### src/sv/gtr_pkg.sv
`default_nettype none

package gtr_pkg;

  localparam int unsigned GlyphCells = 35;
  localparam int unsigned GlyphCols = 5;
  localparam int unsigned CellCntW = $clog2(GlyphCells);
  localparam int unsigned ColCntW = $clog2(GlyphCols);
  localparam int unsigned PosAccW = 17;

  localparam logic [11:0] ScreenWidthReset = 12'd480;
  localparam logic [11:0] ScreenHeightReset = 12'd272;

  localparam logic [5:0] GlyphDot = 6'd36;
  localparam logic [5:0] GlyphColon = 6'd37;
  localparam logic [5:0] GlyphMinus = 6'd38;
  localparam logic [5:0] GlyphSlash = 6'd39;
  localparam logic [5:0] GlyphPercent = 6'd40;
  localparam logic [5:0] GlyphBlank = 6'd41;

  localparam logic CfgScreenWidth = 1'b0;
  localparam logic CfgScreenHeight = 1'b1;

  localparam logic ActStart = 1'b0;
  localparam logic ActChar = 1'b1;

  typedef enum logic [1:0] {
    ST_IDLE,
    ST_SCAN,
    ST_FLUSH
  } gtr_state_t;

  typedef struct packed {
    logic load_start;
    logic load_char;
    logic step;
    logic flush_emit;
    logic cursor_adv;
  } gtr_cmd_t;

  typedef struct packed {
    logic last_cell;
    logic hold;
    logic pend_valid;
    logic out_free;
  } gtr_status_t;

  function automatic logic [5:0] glyph_index(input logic [7:0] code);
    logic [7:0] folded;
    logic [5:0] idx;
    folded = code;
    idx = GlyphBlank;
    if (code >= 8'h61 && code <= 8'h7A) begin
      folded = code - 8'h20;
    end
    if (code >= 8'h30 && code <= 8'h39) begin
      idx = 6'(code - 8'h30);
    end else if (folded >= 8'h41 && folded <= 8'h5A) begin
      idx = 6'(folded - 8'h41) + 6'd10;
    end else if (code == 8'h2E) begin
      idx = GlyphDot;
    end else if (code == 8'h3A) begin
      idx = GlyphColon;
    end else if (code == 8'h2D) begin
      idx = GlyphMinus;
    end else if (code == 8'h2F) begin
      idx = GlyphSlash;
    end else if (code == 8'h25) begin
      idx = GlyphPercent;
    end
    return idx;
  endfunction

  // Rows are packed top row first; within a row the leftmost column is the upper bit.
  function automatic logic [34:0] glyph_bits(input logic [5:0] idx);
    logic [34:0] bits;
    case (idx)
      6'd0:  bits = {5'h0E, 5'h11, 5'h13, 5'h15, 5'h19, 5'h11, 5'h0E};
      6'd1:  bits = {5'h04, 5'h0C, 5'h04, 5'h04, 5'h04, 5'h04, 5'h0E};
      6'd2:  bits = {5'h0E, 5'h11, 5'h01, 5'h02, 5'h04, 5'h08, 5'h1F};
      6'd3:  bits = {5'h1E, 5'h01, 5'h01, 5'h0E, 5'h01, 5'h01, 5'h1E};
      6'd4:  bits = {5'h02, 5'h06, 5'h0A, 5'h12, 5'h1F, 5'h02, 5'h02};
      6'd5:  bits = {5'h1F, 5'h10, 5'h1E, 5'h01, 5'h01, 5'h11, 5'h0E};
      6'd6:  bits = {5'h06, 5'h08, 5'h10, 5'h1E, 5'h11, 5'h11, 5'h0E};
      6'd7:  bits = {5'h1F, 5'h01, 5'h02, 5'h04, 5'h08, 5'h08, 5'h08};
      6'd8:  bits = {5'h0E, 5'h11, 5'h11, 5'h0E, 5'h11, 5'h11, 5'h0E};
      6'd9:  bits = {5'h0E, 5'h11, 5'h11, 5'h0F, 5'h01, 5'h02, 5'h0C};
      6'd10: bits = {5'h0E, 5'h11, 5'h11, 5'h1F, 5'h11, 5'h11, 5'h11};
      6'd11: bits = {5'h1E, 5'h11, 5'h11, 5'h1E, 5'h11, 5'h11, 5'h1E};
      6'd12: bits = {5'h0E, 5'h11, 5'h10, 5'h10, 5'h10, 5'h11, 5'h0E};
      6'd13: bits = {5'h1E, 5'h11, 5'h11, 5'h11, 5'h11, 5'h11, 5'h1E};
      6'd14: bits = {5'h1F, 5'h10, 5'h10, 5'h1E, 5'h10, 5'h10, 5'h1F};
      6'd15: bits = {5'h1F, 5'h10, 5'h10, 5'h1E, 5'h10, 5'h10, 5'h10};
      6'd16: bits = {5'h0E, 5'h11, 5'h10, 5'h17, 5'h11, 5'h11, 5'h0F};
      6'd17: bits = {5'h11, 5'h11, 5'h11, 5'h1F, 5'h11, 5'h11, 5'h11};
      6'd18: bits = {5'h0E, 5'h04, 5'h04, 5'h04, 5'h04, 5'h04, 5'h0E};
      6'd19: bits = {5'h01, 5'h01, 5'h01, 5'h01, 5'h11, 5'h11, 5'h0E};
      6'd20: bits = {5'h11, 5'h12, 5'h14, 5'h18, 5'h14, 5'h12, 5'h11};
      6'd21: bits = {5'h10, 5'h10, 5'h10, 5'h10, 5'h10, 5'h10, 5'h1F};
      6'd22: bits = {5'h11, 5'h1B, 5'h15, 5'h15, 5'h11, 5'h11, 5'h11};
      6'd23: bits = {5'h11, 5'h19, 5'h15, 5'h13, 5'h11, 5'h11, 5'h11};
      6'd24: bits = {5'h0E, 5'h11, 5'h11, 5'h11, 5'h11, 5'h11, 5'h0E};
      6'd25: bits = {5'h1E, 5'h11, 5'h11, 5'h1E, 5'h10, 5'h10, 5'h10};
      6'd26: bits = {5'h0E, 5'h11, 5'h11, 5'h11, 5'h15, 5'h12, 5'h0D};
      6'd27: bits = {5'h1E, 5'h11, 5'h11, 5'h1E, 5'h14, 5'h12, 5'h11};
      6'd28: bits = {5'h0F, 5'h10, 5'h10, 5'h0E, 5'h01, 5'h01, 5'h1E};
      6'd29: bits = {5'h1F, 5'h04, 5'h04, 5'h04, 5'h04, 5'h04, 5'h04};
      6'd30: bits = {5'h11, 5'h11, 5'h11, 5'h11, 5'h11, 5'h11, 5'h0E};
      6'd31: bits = {5'h11, 5'h11, 5'h11, 5'h11, 5'h11, 5'h0A, 5'h04};
      6'd32: bits = {5'h11, 5'h11, 5'h11, 5'h15, 5'h15, 5'h15, 5'h0A};
      6'd33: bits = {5'h11, 5'h11, 5'h0A, 5'h04, 5'h0A, 5'h11, 5'h11};
      6'd34: bits = {5'h11, 5'h11, 5'h0A, 5'h04, 5'h04, 5'h04, 5'h04};
      6'd35: bits = {5'h1F, 5'h01, 5'h02, 5'h04, 5'h08, 5'h10, 5'h1F};
      6'd36: bits = {5'h00, 5'h00, 5'h00, 5'h00, 5'h00, 5'h04, 5'h04};
      6'd37: bits = {5'h00, 5'h04, 5'h04, 5'h00, 5'h04, 5'h04, 5'h00};
      6'd38: bits = {5'h00, 5'h00, 5'h00, 5'h1F, 5'h00, 5'h00, 5'h00};
      6'd39: bits = {5'h01, 5'h02, 5'h02, 5'h04, 5'h08, 5'h08, 5'h10};
      6'd40: bits = {5'h18, 5'h19, 5'h02, 5'h04, 5'h08, 5'h13, 5'h03};
      default: bits = '0;
    endcase
    return bits;
  endfunction

endpackage

`default_nettype wire

### src/sv/glyph_text_rasterizer.sv
// A start item yields no transfer on the result side.
// After a character item is accepted the input stalls while the 35 glyph cells are scanned,
// one per cycle unless a stalled square holds the scan, and while a flush state emits the
// final square, if any, and moves the cursor; the next item is accepted back in idle.
// A square is presented the cycle after the next visible lit cell is scanned, the final one
// after the flush cycle; a stalled square holds the scan at the next visible lit cell.
// The synchronous reset clears the cursor, scale and color and sets a 480 by 272 screen.
`default_nettype none

module glyph_text_rasterizer (
  input  wire logic        clk,
  input  wire logic        rst_n,
  input  wire logic        cfg_wr_en,
  input  wire logic        cfg_index,
  input  wire logic [11:0] cfg_data,
  input  wire logic        in_valid,
  output logic             in_stall,
  input  wire logic        in_action,
  input  wire logic [7:0]  in_char_code,
  input  wire logic [15:0] in_start_x,
  input  wire logic [15:0] in_start_y,
  input  wire logic [7:0]  in_glyph_scale,
  input  wire logic [15:0] in_pixel_color,
  output logic             out_valid,
  input  wire logic        out_stall,
  output logic [11:0]      out_rect_x,
  output logic [11:0]      out_rect_y,
  output logic [7:0]       out_rect_width,
  output logic [7:0]       out_rect_height,
  output logic [15:0]      out_rect_color,
  output logic             out_last
);

  gtr_pkg::gtr_cmd_t    cmd;
  gtr_pkg::gtr_status_t status;

  gtr_ctrl u_ctrl (
    .clk       (clk),
    .rst_n     (rst_n),
    .in_valid  (in_valid),
    .in_action (in_action),
    .in_stall  (in_stall),
    .status    (status),
    .cmd       (cmd)
  );

  gtr_datapath u_datapath (
    .clk             (clk),
    .rst_n           (rst_n),
    .cfg_wr_en       (cfg_wr_en),
    .cfg_index       (cfg_index),
    .cfg_data        (cfg_data),
    .in_char_code    (in_char_code),
    .in_start_x      (in_start_x),
    .in_start_y      (in_start_y),
    .in_glyph_scale  (in_glyph_scale),
    .in_pixel_color  (in_pixel_color),
    .out_valid       (out_valid),
    .out_stall       (out_stall),
    .out_rect_x      (out_rect_x),
    .out_rect_y      (out_rect_y),
    .out_rect_width  (out_rect_width),
    .out_rect_height (out_rect_height),
    .out_rect_color  (out_rect_color),
    .out_last        (out_last),
    .cmd             (cmd),
    .status          (status)
  );

endmodule

`default_nettype wire

### src/sv/gtr_ctrl.sv
`default_nettype none

module gtr_ctrl (
  input  wire logic                clk,
  input  wire logic                rst_n,
  input  wire logic                in_valid,
  input  wire logic                in_action,
  output logic                     in_stall,
  input  wire gtr_pkg::gtr_status_t status,
  output gtr_pkg::gtr_cmd_t        cmd
);

  gtr_pkg::gtr_state_t state_r;
  gtr_pkg::gtr_state_t state_nxt;

  always_ff @(posedge clk) begin
    if (!rst_n) begin
      state_r <= gtr_pkg::ST_IDLE;
    end else begin
      state_r <= state_nxt;
    end
  end

  always_comb begin
    state_nxt = state_r;
    cmd = '0;
    in_stall = 1'b1;
    unique case (state_r)
      gtr_pkg::ST_IDLE: begin
        in_stall = 1'b0;
        if (in_valid) begin
          if (in_action == gtr_pkg::ActStart) begin
            cmd.load_start = 1'b1;
          end else begin
            cmd.load_char = 1'b1;
            state_nxt = gtr_pkg::ST_SCAN;
          end
        end
      end
      gtr_pkg::ST_SCAN: begin
        if (!status.hold) begin
          cmd.step = 1'b1;
          if (status.last_cell) begin
            state_nxt = gtr_pkg::ST_FLUSH;
          end
        end
      end
      gtr_pkg::ST_FLUSH: begin
        if (!status.pend_valid) begin
          cmd.cursor_adv = 1'b1;
          state_nxt = gtr_pkg::ST_IDLE;
        end else if (status.out_free) begin
          cmd.flush_emit = 1'b1;
          cmd.cursor_adv = 1'b1;
          state_nxt = gtr_pkg::ST_IDLE;
        end
      end
      default: begin
        state_nxt = gtr_pkg::ST_IDLE;
      end
    endcase
  end

endmodule

`default_nettype wire

### src/sv/gtr_datapath.sv
`default_nettype none

module gtr_datapath (
  input  wire logic                clk,
  input  wire logic                rst_n,
  input  wire logic                cfg_wr_en,
  input  wire logic                cfg_index,
  input  wire logic [11:0]         cfg_data,
  input  wire logic [7:0]          in_char_code,
  input  wire logic [15:0]         in_start_x,
  input  wire logic [15:0]         in_start_y,
  input  wire logic [7:0]          in_glyph_scale,
  input  wire logic [15:0]         in_pixel_color,
  output logic                     out_valid,
  input  wire logic                out_stall,
  output logic [11:0]              out_rect_x,
  output logic [11:0]              out_rect_y,
  output logic [7:0]               out_rect_width,
  output logic [7:0]               out_rect_height,
  output logic [15:0]              out_rect_color,
  output logic                     out_last,
  input  wire gtr_pkg::gtr_cmd_t   cmd,
  output gtr_pkg::gtr_status_t     status
);

  localparam int unsigned AccW = gtr_pkg::PosAccW;

  logic [11:0] screen_w_r;
  logic [11:0] screen_h_r;
  logic [15:0] cursor_x_r;
  logic [15:0] cursor_y_r;
  logic [7:0]  scale_r;
  logic [15:0] color_r;

  logic [34:0] glyph_r;
  logic [gtr_pkg::CellCntW-1:0] cell_r;
  logic [gtr_pkg::ColCntW-1:0]  col_r;
  logic [AccW-1:0] x_acc_r;
  logic [AccW-1:0] y_acc_r;

  logic        pend_valid_r;
  logic [11:0] pend_x_r;
  logic [11:0] pend_y_r;
  logic [7:0]  pend_w_r;
  logic [7:0]  pend_h_r;

  logic        out_valid_r;
  logic [11:0] out_x_r;
  logic [11:0] out_y_r;
  logic [7:0]  out_w_r;
  logic [7:0]  out_h_r;
  logic [15:0] out_color_r;
  logic        out_last_r;

  logic        out_free;
  logic        visible;
  logic [11:0] diff_x;
  logic [11:0] diff_y;
  logic [7:0]  cell_w;
  logic [7:0]  cell_h;
  logic        emit_pend;
  logic        hold;
  logic [10:0] advance;
  logic [16:0] adv_sum;

  assign out_free = !out_valid_r || !out_stall;
  assign visible = glyph_r[34] && (scale_r != 8'd0)
                   && (x_acc_r < AccW'(screen_w_r))
                   && (y_acc_r < AccW'(screen_h_r));
  assign diff_x = screen_w_r - x_acc_r[11:0];
  assign diff_y = screen_h_r - y_acc_r[11:0];
  assign cell_w = (diff_x < 12'(scale_r)) ? diff_x[7:0] : scale_r;
  assign cell_h = (diff_y < 12'(scale_r)) ? diff_y[7:0] : scale_r;
  assign hold = visible && pend_valid_r && !out_free;
  assign emit_pend = (cmd.step && visible && pend_valid_r) || cmd.flush_emit;

  assign advance = {1'b0, scale_r, 2'b00} + {2'b00, scale_r, 1'b0};
  assign adv_sum = {1'b0, cursor_x_r} + 17'(advance);

  assign status.last_cell = (cell_r == gtr_pkg::CellCntW'(gtr_pkg::GlyphCells - 1));
  assign status.hold = hold;
  assign status.pend_valid = pend_valid_r;
  assign status.out_free = out_free;

  always_ff @(posedge clk) begin
    if (!rst_n) begin
      screen_w_r <= gtr_pkg::ScreenWidthReset;
      screen_h_r <= gtr_pkg::ScreenHeightReset;
    end else if (cfg_wr_en) begin
      unique case (cfg_index)
        gtr_pkg::CfgScreenWidth:  screen_w_r <= cfg_data;
        gtr_pkg::CfgScreenHeight: screen_h_r <= cfg_data;
        default: ;
      endcase
    end
  end

  always_ff @(posedge clk) begin
    if (!rst_n) begin
      cursor_x_r <= '0;
      cursor_y_r <= '0;
      scale_r <= '0;
      color_r <= '0;
    end else if (cmd.load_start) begin
      cursor_x_r <= in_start_x;
      cursor_y_r <= in_start_y;
      scale_r <= in_glyph_scale;
      color_r <= in_pixel_color;
    end else if (cmd.cursor_adv) begin
      cursor_x_r <= adv_sum[16] ? 16'hFFFF : adv_sum[15:0];
    end
  end

  always_ff @(posedge clk) begin
    if (cmd.load_char) begin
      glyph_r <= gtr_pkg::glyph_bits(gtr_pkg::glyph_index(in_char_code));
      cell_r <= '0;
      col_r <= '0;
      x_acc_r <= AccW'(cursor_x_r);
      y_acc_r <= AccW'(cursor_y_r);
    end else if (cmd.step) begin
      glyph_r <= {glyph_r[33:0], 1'b0};
      cell_r <= cell_r + gtr_pkg::CellCntW'(1);
      if (col_r == gtr_pkg::ColCntW'(gtr_pkg::GlyphCols - 1)) begin
        col_r <= '0;
        x_acc_r <= AccW'(cursor_x_r);
        y_acc_r <= y_acc_r + AccW'(scale_r);
      end else begin
        col_r <= col_r + gtr_pkg::ColCntW'(1);
        x_acc_r <= x_acc_r + AccW'(scale_r);
      end
    end
  end

  always_ff @(posedge clk) begin
    if (!rst_n) begin
      pend_valid_r <= 1'b0;
    end else if (cmd.step && visible) begin
      pend_valid_r <= 1'b1;
    end else if (cmd.flush_emit) begin
      pend_valid_r <= 1'b0;
    end
  end

  always_ff @(posedge clk) begin
    if (cmd.step && visible) begin
      pend_x_r <= x_acc_r[11:0];
      pend_y_r <= y_acc_r[11:0];
      pend_w_r <= cell_w;
      pend_h_r <= cell_h;
    end
  end

  always_ff @(posedge clk) begin
    if (!rst_n) begin
      out_valid_r <= 1'b0;
    end else if (emit_pend) begin
      out_valid_r <= 1'b1;
    end else if (!out_stall) begin
      out_valid_r <= 1'b0;
    end
  end

  always_ff @(posedge clk) begin
    if (emit_pend) begin
      out_x_r <= pend_x_r;
      out_y_r <= pend_y_r;
      out_w_r <= pend_w_r;
      out_h_r <= pend_h_r;
      out_color_r <= color_r;
      out_last_r <= cmd.flush_emit;
    end
  end

  assign out_valid = out_valid_r;
  assign out_rect_x = out_x_r;
  assign out_rect_y = out_y_r;
  assign out_rect_width = out_w_r;
  assign out_rect_height = out_h_r;
  assign out_rect_color = out_color_r;
  assign out_last = out_last_r;

endmodule

`default_nettype wire
### config.mk
export PLATFORM = sky130hd
export DESIGN_NAME = glyph_text_rasterizer
export DESIGN_NICKNAME = d
export VERILOG_FILES = /design/src/sv/gtr_pkg.sv /design/src/sv/glyph_text_rasterizer.sv /design/src/sv/gtr_ctrl.sv /design/src/sv/gtr_datapath.sv
export SDC_FILE = /design/constraint.sdc
export NUM_CORES = 1
export LEC_CHECK = 0
export ABC_AREA = 1
export CAP_MARGIN = 30
export CORE_AREA = 2 2 161 194
export DETAILED_ROUTE_END_ITERATION = 16
export DIE_AREA = 0 0 163 196
export DONT_BUFFER_PORTS = 1
export GPL_TIMING_DRIVEN = 1
export PLACE_DENSITY = 0.67
export SETUP_SLACK_MARGIN = 0.3
export SKIP_LAST_GASP = 1
export SYNTH_ARGS = -nofsm -noshare
export SYNTH_HDL_FRONTEND = slang
export SYNTH_SLANG_ARGS = --single-unit
### constraint.sdc
create_clock -name clk -period 3.92 [get_ports clk]
set_input_delay 0.196 -clock clk [delete_from_list [all_inputs] [get_ports clk]]
set_output_delay 0.196 -clock clk [all_outputs]
set_load 0.02 [all_outputs]
---- Yosys cells after proc, flatten, opt, wreduce, memory -nomap -nowiden ----
Memories as Yosys holds them, arrays and structs flattened.
Index checks and enable logic that the tools add are counted.
W data, S select, Z words.
word-level totals
  RAM bits ................................ 0
  register bits after elaboration ......... 259
  logic and storage cells ................. 137
  input bits .............................. 83
  ROM bits ................................ 2240
  memories ................................ 1
  latch bits .............................. 0
operators by class
  bitwise operators ....................... 1
  muxes and demuxes ....................... 46
  $mul .................................... 0
  shift operators ......................... 0
  reduce and logical (&&, ||, !) cells .... 26
  eq/ne operators ......................... 15
  add/sub/neg operators ................... 12
  div/mod/pow operators ................... 0
  magnitude comparators ................... 10
memories
  name              words  width  rd ports  clocked after memory_dff  write ports  RTL line       RTL
  (name not given)  64     35     1         0                         0            gtr_pkg.sv:77  case (idx)
operator list
  operator               number
  $mux W16               8
  $mux W35               2
  $mux W6                7
  $eq A8 B6 Y1 const B   5
  $add A17 B8 Y17        2
  $lt A17 B12 Y1         2
  $mux W8                4
  $lt A12 B8 Y1          2
  $sub A12 B12 Y12       2
  $mux W2                10
  $add A16 B11 Y17       1
  $mux W17               1
  $ge A8 B7 Y1 const B   2
  $le A8 B7 Y1 const B   2
  $mux W1                12
  $add A10 B9 Y11        1
  $logic_and A1 B1 Y1    10
  $ge A8 B6 Y1 const B   1
  $le A8 B6 Y1 const B   1
  $ne A2 B2 Y1 const B   4
  $reduce_and A2 Y1      4
  $reduce_bool A2 Y1     4
  $reduce_bool A8 Y1     1
  $sub A8 B6 Y8 const B  1
  other kinds (18)       21

---- Longest topological paths before layout ----
  depth in word-level cells ............... 12
  mapped depth ............................ 22
  gate-level depth less buffers ........... 22

---- Cells and area by module ----
From an unflattened synthesis, not the netlist that was laid out.
unflattened totals
  cells, all modules ...................... 1788
  area total of the unflattened synthesis .. 14980.6 sq um
by module, submodules not included
  module        instances  seq. area each (sq um)  area an instance (sq um)  cells each
  gtr_datapath  1          6786.5                  14823.0                   1762
  gtr_ctrl      1          40.0                    157.7                     26

---- Worst setup path before layout ----
Ideal clock, no wire load.
  kind .................................... register to register
  start ................................... reg u_datapath.y_acc_r[10]
  end ..................................... reg u_datapath.glyph_r[0] (enable)
  setup slack ............................. 0.334 ns
  data required time ...................... 3.318 ns
  clock period less this slack ............ 3.586 ns
  stages on the path, launching flop included .. 11
  data arrival time ....................... 2.984 ns
  cell sequence ........................... edfxtp_1 inv_1 ha_1 a21o_1 a2111oi_0 nand3_1 nor2_1 nand3_1 nand2_1 clkbuf_1 nand2_1
on the way
  cells in the longest elaborated chain, start to end .. 7
ends and longest elaborated chain
  item                              RTL line             RTL
  start: declaration                gtr_datapath.sv:39   logic [AccW-1:0] y_acc_r;
  start signal: assignment          gtr_datapath.sv:120  y_acc_r <= AccW'(cursor_y_r);
  start signal: assignment          gtr_datapath.sv:127  y_acc_r <= y_acc_r + AccW'(scale_r);
  $lt A17 B12 Y1                    gtr_datapath.sv:69   && (y_acc_r < AccW'(screen_h_r));
  $logic_and A1 B1 Y1               gtr_datapath.sv:69
  $logic_and A1 B1 Y1 (2 in a row)  gtr_datapath.sv:74   assign hold = visible && pend_valid_r && !out_free;
  $mux W1                           gtr_ctrl.sv:41       if (!status.hold) begin
  $mux W1                           gtr_ctrl.sv:28       unique case (state_r)
  $reduce_bool A2 Y1 (no line)      -
  end signal: assignment            gtr_datapath.sv:116  glyph_r <= gtr_pkg::glyph_bits(gtr_pkg::glyph_index(in_char_code));
  end signal: assignment            gtr_datapath.sv:122  glyph_r <= {glyph_r[33:0], 1'b0};
  end: declaration                  gtr_datapath.sv:35   logic [34:0] glyph_r;
Every way passes these cells.
A chain may end at the register's enable or synchronous reset.

---- Final worst setup path ----
  start ................................... reg u_datapath.y_acc_r[10]
  end ..................................... reg u_datapath.pend_valid_r
on the way
  cells in the longest elaborated chain, start to end .. 8
  elaborated cells between the ends (all ways) .. 9
  those cells by class .................... order compare (1); mux (3); reduce/logical (5)
ends and longest elaborated chain
  item                                           RTL line             RTL
  $lt A17 B12 Y1 *                               gtr_datapath.sv:69
  $logic_and A1 B1 Y1 *                          gtr_datapath.sv:69
  $logic_and A1 B1 Y1 (2 in a row)               gtr_datapath.sv:74
  $mux W1                                        gtr_ctrl.sv:41
  $mux W1                                        gtr_ctrl.sv:28
  $logic_and A1 B1 Y1 *                          gtr_datapath.sv:138  end else if (cmd.step && visible) begin
  $mux W1 or $reduce_bool A2 Y1 (tied branches)  -
  end signal: assignment                         gtr_datapath.sv:137  pend_valid_r <= 1'b0;
  end signal: assignment                         gtr_datapath.sv:139  pend_valid_r <= 1'b1;
  end signal: assignment                         gtr_datapath.sv:141  pend_valid_r <= 1'b0;
  end: declaration                               gtr_datapath.sv:41   logic pend_valid_r;
Mark *: on every way between the ends. The rest lies on a longest branch, timed or not.

==> metrics.md <==
| Metric | Value |
|---|---|
| Met1 Use GR | 0.318 |
| Site row count | 70 |
| Syn Area/Cell | 8.31 µm² |
| Netlist cell types | 54 |
| Initial DRC Count | 999 |
| Syn Inst Count | 1824 |
| Dpl hpwl | 32.0 mm |
| Worst skew pair latency | 0.58 ns |
| Core area | 30200 µm² |
| Minimum clock period | 3.33 ns |
| DRT Wirelength | 43.1 mm |
| Syn. warnings | 0 |
| Remaining antenna violation count | 0 |
| Hold path depth | 2 |
| Setup TNS Final | 0 ns |
| RR Endpoint | u_datapath.pend_valid_r$_SDFFE_PN0P_ |
| Critical Path RT | 4.40 ns |
| Largest net degree at the start of global routing | 71 |
| Initial antenna violation count | 2 |
| Crit Path Class | reg -> reg |
| Post-route DRC | 0 |
| CTS Buf Count | 28 |
| CP bufs+invs | 4 |
| Routability Congestion | 0.966 |
| Clk sinks | 259 |
| Worst-path cell chain | inv_1 > ha_1 > a21o_1 > a2111oi_0 > nand3_1 > nor2_1 > nand3_1 > nand2_1 > inv_1 > nand3_1 > nand2_1 > nand2_1 > dlygate4sd3_1 > inv_1 |
| DP Area | 15600 µm² |
| Sequential area share after synthesis | 0.450 |
| Met2 usage | 0.484 |
| Worst slew margin | 0.260 |
| Met3 Resource Use GR | 0.0370 |
| Die height | 196 µm |
| CP max stage delay | 0.55 ns |
| Reg-to-reg slack, setup | 0.59 ns |
| Crit path max-delay family | simple AND/OR/NAND/NOR gates |
| Failing checks | negative hold slack |
| Pwr Density | 434 nW/µm² |
| H-tree depth | 1 |
| Final Hold Viols | 1 |
| CP Launch Type | register |
| Buffers on Ports | 0 |
| Lkg Pwr | 0.00745 µW |
| Vias/cell | 5.57 |
| Die X | 163 µm |
| Number of setup violations in the final report | 0 |
| RSZ-0062 raised after global routing | false |
| I/O Pins | 142 |
| Critical-path top delay cell | dlygate4sd3_1 |
| WHS | -0.0251 ns |
| CTS clk-pin slew, worst paths | 0.06 ns |
| Hold Path Sink | u_datapath.screen_w_r[1]$_SDFFE_PN0P_ |
| Setup Fix Bufs, Post-CTS | 0 |
| Synth top area share | 0.325 |
| GR peak layer | met2 |
| Worst-path fanout max | 11 |
| Mapped cell area | 15200 µm² |
| RR Startpoint | u_datapath.y_acc_r[10]$_DFFE_PP_ |
| Post-synth EDFFs | 164 |
| Maximum vdd drop | 0.000399 V |
| Max frequency | 0.300 GHz |
| Yosys reg bits | 259 |
| Hold wc startpoint | cfg_data[1] |
| Slew @ Worst Pin | 1.11 ns |
| Synth area leader | edfxtp_1 |
| Clock tree buffer depth | 3 |
| Status | finished, violations left |
| Final instance area | 17300 µm² |
| CP Capture Type | register |
| Clock Skews | 0.0206 ns |
| Worst-case reg-to-reg path depth | 14 |
| Layout Nets | 2099 |
| Area grow syn2layout | 14.3% |
| Period utilization | 0.850 |
| Full die area | 31900 µm² |
| Initial Util | 0.502 |
| Via count | 12900 |
| Most common flop cell mapped by yosys | edfxtp_1 |
| Post-synthesis async set-or-reset flop share | 0 |
| CTS tree | done |
| Syn_nets | 2031 |
| CTS root buf | clkbuf_16 |
| CP arrival | 3.81 ns |
| Post-DR wirelength/cell | 18.7 µm |
| Share of layout cells above drive strength 1 | 0.0632 |
| Hold crit path type | in -> reg |
| Total Routing Usage GR | 0.271 |
| Filler cells | 2748 |
| Slew Limit Fails | 0 |
| Gr ovfl total | 0 |
| First-pass iteration count of the detailed router | 5 |
| First-pass GRT wire length | 67.6 mm |
| Synth area leaders | edfxtp_1, dfxtp_1, nand2_1 |
| Vias in the first global route | 12700 |
| Maxcap violations | 0 |
==> where the power goes <==
part           switching (µW)  total, µW  internal (µW)
registers                 145       3240           3100
logic                     995       1570            580
clock network            1170       2710           1540
==> final cells by class <==
cell class | instances | area, µm² | area share
clock buffer | 36 | 803 | 0.0464
timing repair buffer | 94 | 922 | 0.0532
clock inverter | 16 | 165 | 0.00953
sequential | 259 | 6830 | 0.394
tap | 396 | 495 | 0.0286
multi-input combinational | 1316 | 7390 | 0.426
antenna | 1 | 2.50 | 0.000144
inverter | 193 | 724 | 0.0418
==> worst register-to-register path, delay by kind of cell, from the launching register on <==
family	cells	cell delay [ns]
flip-flops	1	0.52
adder cells (fa/ha/maj)	1	0.37
AO/OA/AOI/OAI	2	0.56
buffers and inverters	4	0.87
AND/OR/NAND/NOR	7	0.95
==> sequential cells by signal, indices dropped and copies added, names as in the netlist, 12 cells and up <==
name,flops
u_datapath.out_rect_y,12
u_datapath.screen_w_r,12
u_datapath.color_r,16
u_datapath.pend_y_r,12
u_datapath.pend_x_r,12
u_datapath.cursor_y_r,16
u_datapath.glyph_r,35
u_datapath.cursor_x_r,16
u_datapath.out_rect_color,16
u_datapath.x_acc_r,17
u_datapath.y_acc_r,17
u_datapath.screen_h_r,12
u_datapath.out_rect_x,12
==> per-layer routing <==
layer  up-vias  part of all wire  wire [µm]
met5         -           0.00028         12
li1       6279                 -          -
met1      6071              0.40      17100
met2       409              0.50      21600
met4         2             0.054       2330
met3       121             0.048       2060
==> cell usage in the layout (no fill, tap or decap), types with 14 or more instances in the layout <==
| cell type | count |
|---|---|
| ha_1 | 112 |
| dlygate4sd3_1 | 72 |
| xor2_1 | 34 |
| dfxtp_1 | 95 |
| o21bai_1 | 15 |
| edfxtp_1 | 164 |
| o21ai_0 | 146 |
| nand2_1 | 373 |
| buf_4 | 19 |
| a21oi_1 | 144 |
| nand3_1 | 115 |
| o21ai_1 | 14 |
| clkbuf_16 | 30 |
| inv_1 | 182 |
| nand4_1 | 21 |
| nor2_1 | 210 |
==> how the worst max path moves through the flow <==
stage	from	to	slack, ns	cells after the start
floorplan	u_datapath.y_acc_r[10]$_DFFE_PP_	u_datapath.glyph_r[0]$_SDFFCE_PN0P_	0.33	10
global placement	u_datapath.y_acc_r[10]$_DFFE_PP_	u_datapath.pend_y_r[3]$_DFFE_PP_	0.45	13
detailed placement	u_datapath.y_acc_r[9]$_DFFE_PP_	u_datapath.pend_y_r[3]$_DFFE_PP_	0.45	13
CTS	u_datapath.y_acc_r[9]$_DFFE_PP_	u_datapath.pend_y_r[2]$_DFFE_PP_	0.42	13
global route	u_datapath.scale_r[1]$_SDFFE_PN0P_	u_datapath.cursor_x_r[0]$_SDFFE_PN0P_	0.32	16
finish	u_datapath.y_acc_r[10]$_DFFE_PP_	u_datapath.pend_valid_r$_SDFFE_PN0P_	0.59	14
==> synth_stat cells (2+ instances only) <==
cell type / number
clkbuf_1: 39
fa_1: 12
or2_2: 10
nor2_1: 210
nand2_1: 376
a21oi_1: 145
inv_2: 8
a21boi_0: 2
xnor2_1: 13
nor2_2: 3
nor3_1: 13
nand3_1: 115
a221oi_1: 2
o21a_1: 3
o211ai_1: 8
edfxtp_1: 164
a21o_1: 7
buf_4: 4
nor4_1: 6
a31oi_1: 9
nor3_2: 3
nand3b_1: 3
nand4_1: 21
buf_1: 2
a21boi_2: 2
inv_1: 184
o221ai_1: 2
xor2_1: 34
nand2_2: 10
mux2i_1: 2
a41oi_1: 2
buf_2: 10
a22o_1: 2
dfxtp_1: 95
o21ai_1: 13
ha_1: 112
o21bai_1: 15
o21ai_0: 147
==> stage by stage <==
step	setup WS, ns	instances	utilization	power [µW]
after floorplan	0.334	1824	-	4370
after global placement	0.453	2185	0.516	4740
after detailed placement	0.447	2185	0.516	4780
after CTS	0.417	2310	0.573	7570
after global routing	0.316	2311	0.573	7910
final	0.588	2311	0.573	7530
==> cells by family (layout without fill, tap and decap cells) <==
kind of cell / count (synthesis) / in the layout / synth area share
buffers and inverters: 249 / 339 / 0.0640
AO/OA/AOI/OAI: 367 / 367 / 0.133
multiplexers: 2 / 2 / 0.00132
XOR/XNOR: 47 / 47 / 0.0272
AND/OR/NAND/NOR: 776 / 776 / 0.216
adder cells (fa/ha/maj): 124 / 124 / 0.108
other: 0 / 1 / 0
flip-flops: 259 / 259 / 0.450
==> timing repair <==
item	CTS	global route
endpoints found under the hold margin	77	0
endpoints found under the setup margin	0	78
gates resized for setup	0	4
hold buffers	73	0
Note: power is estimated with default switching activity, not from simulation.
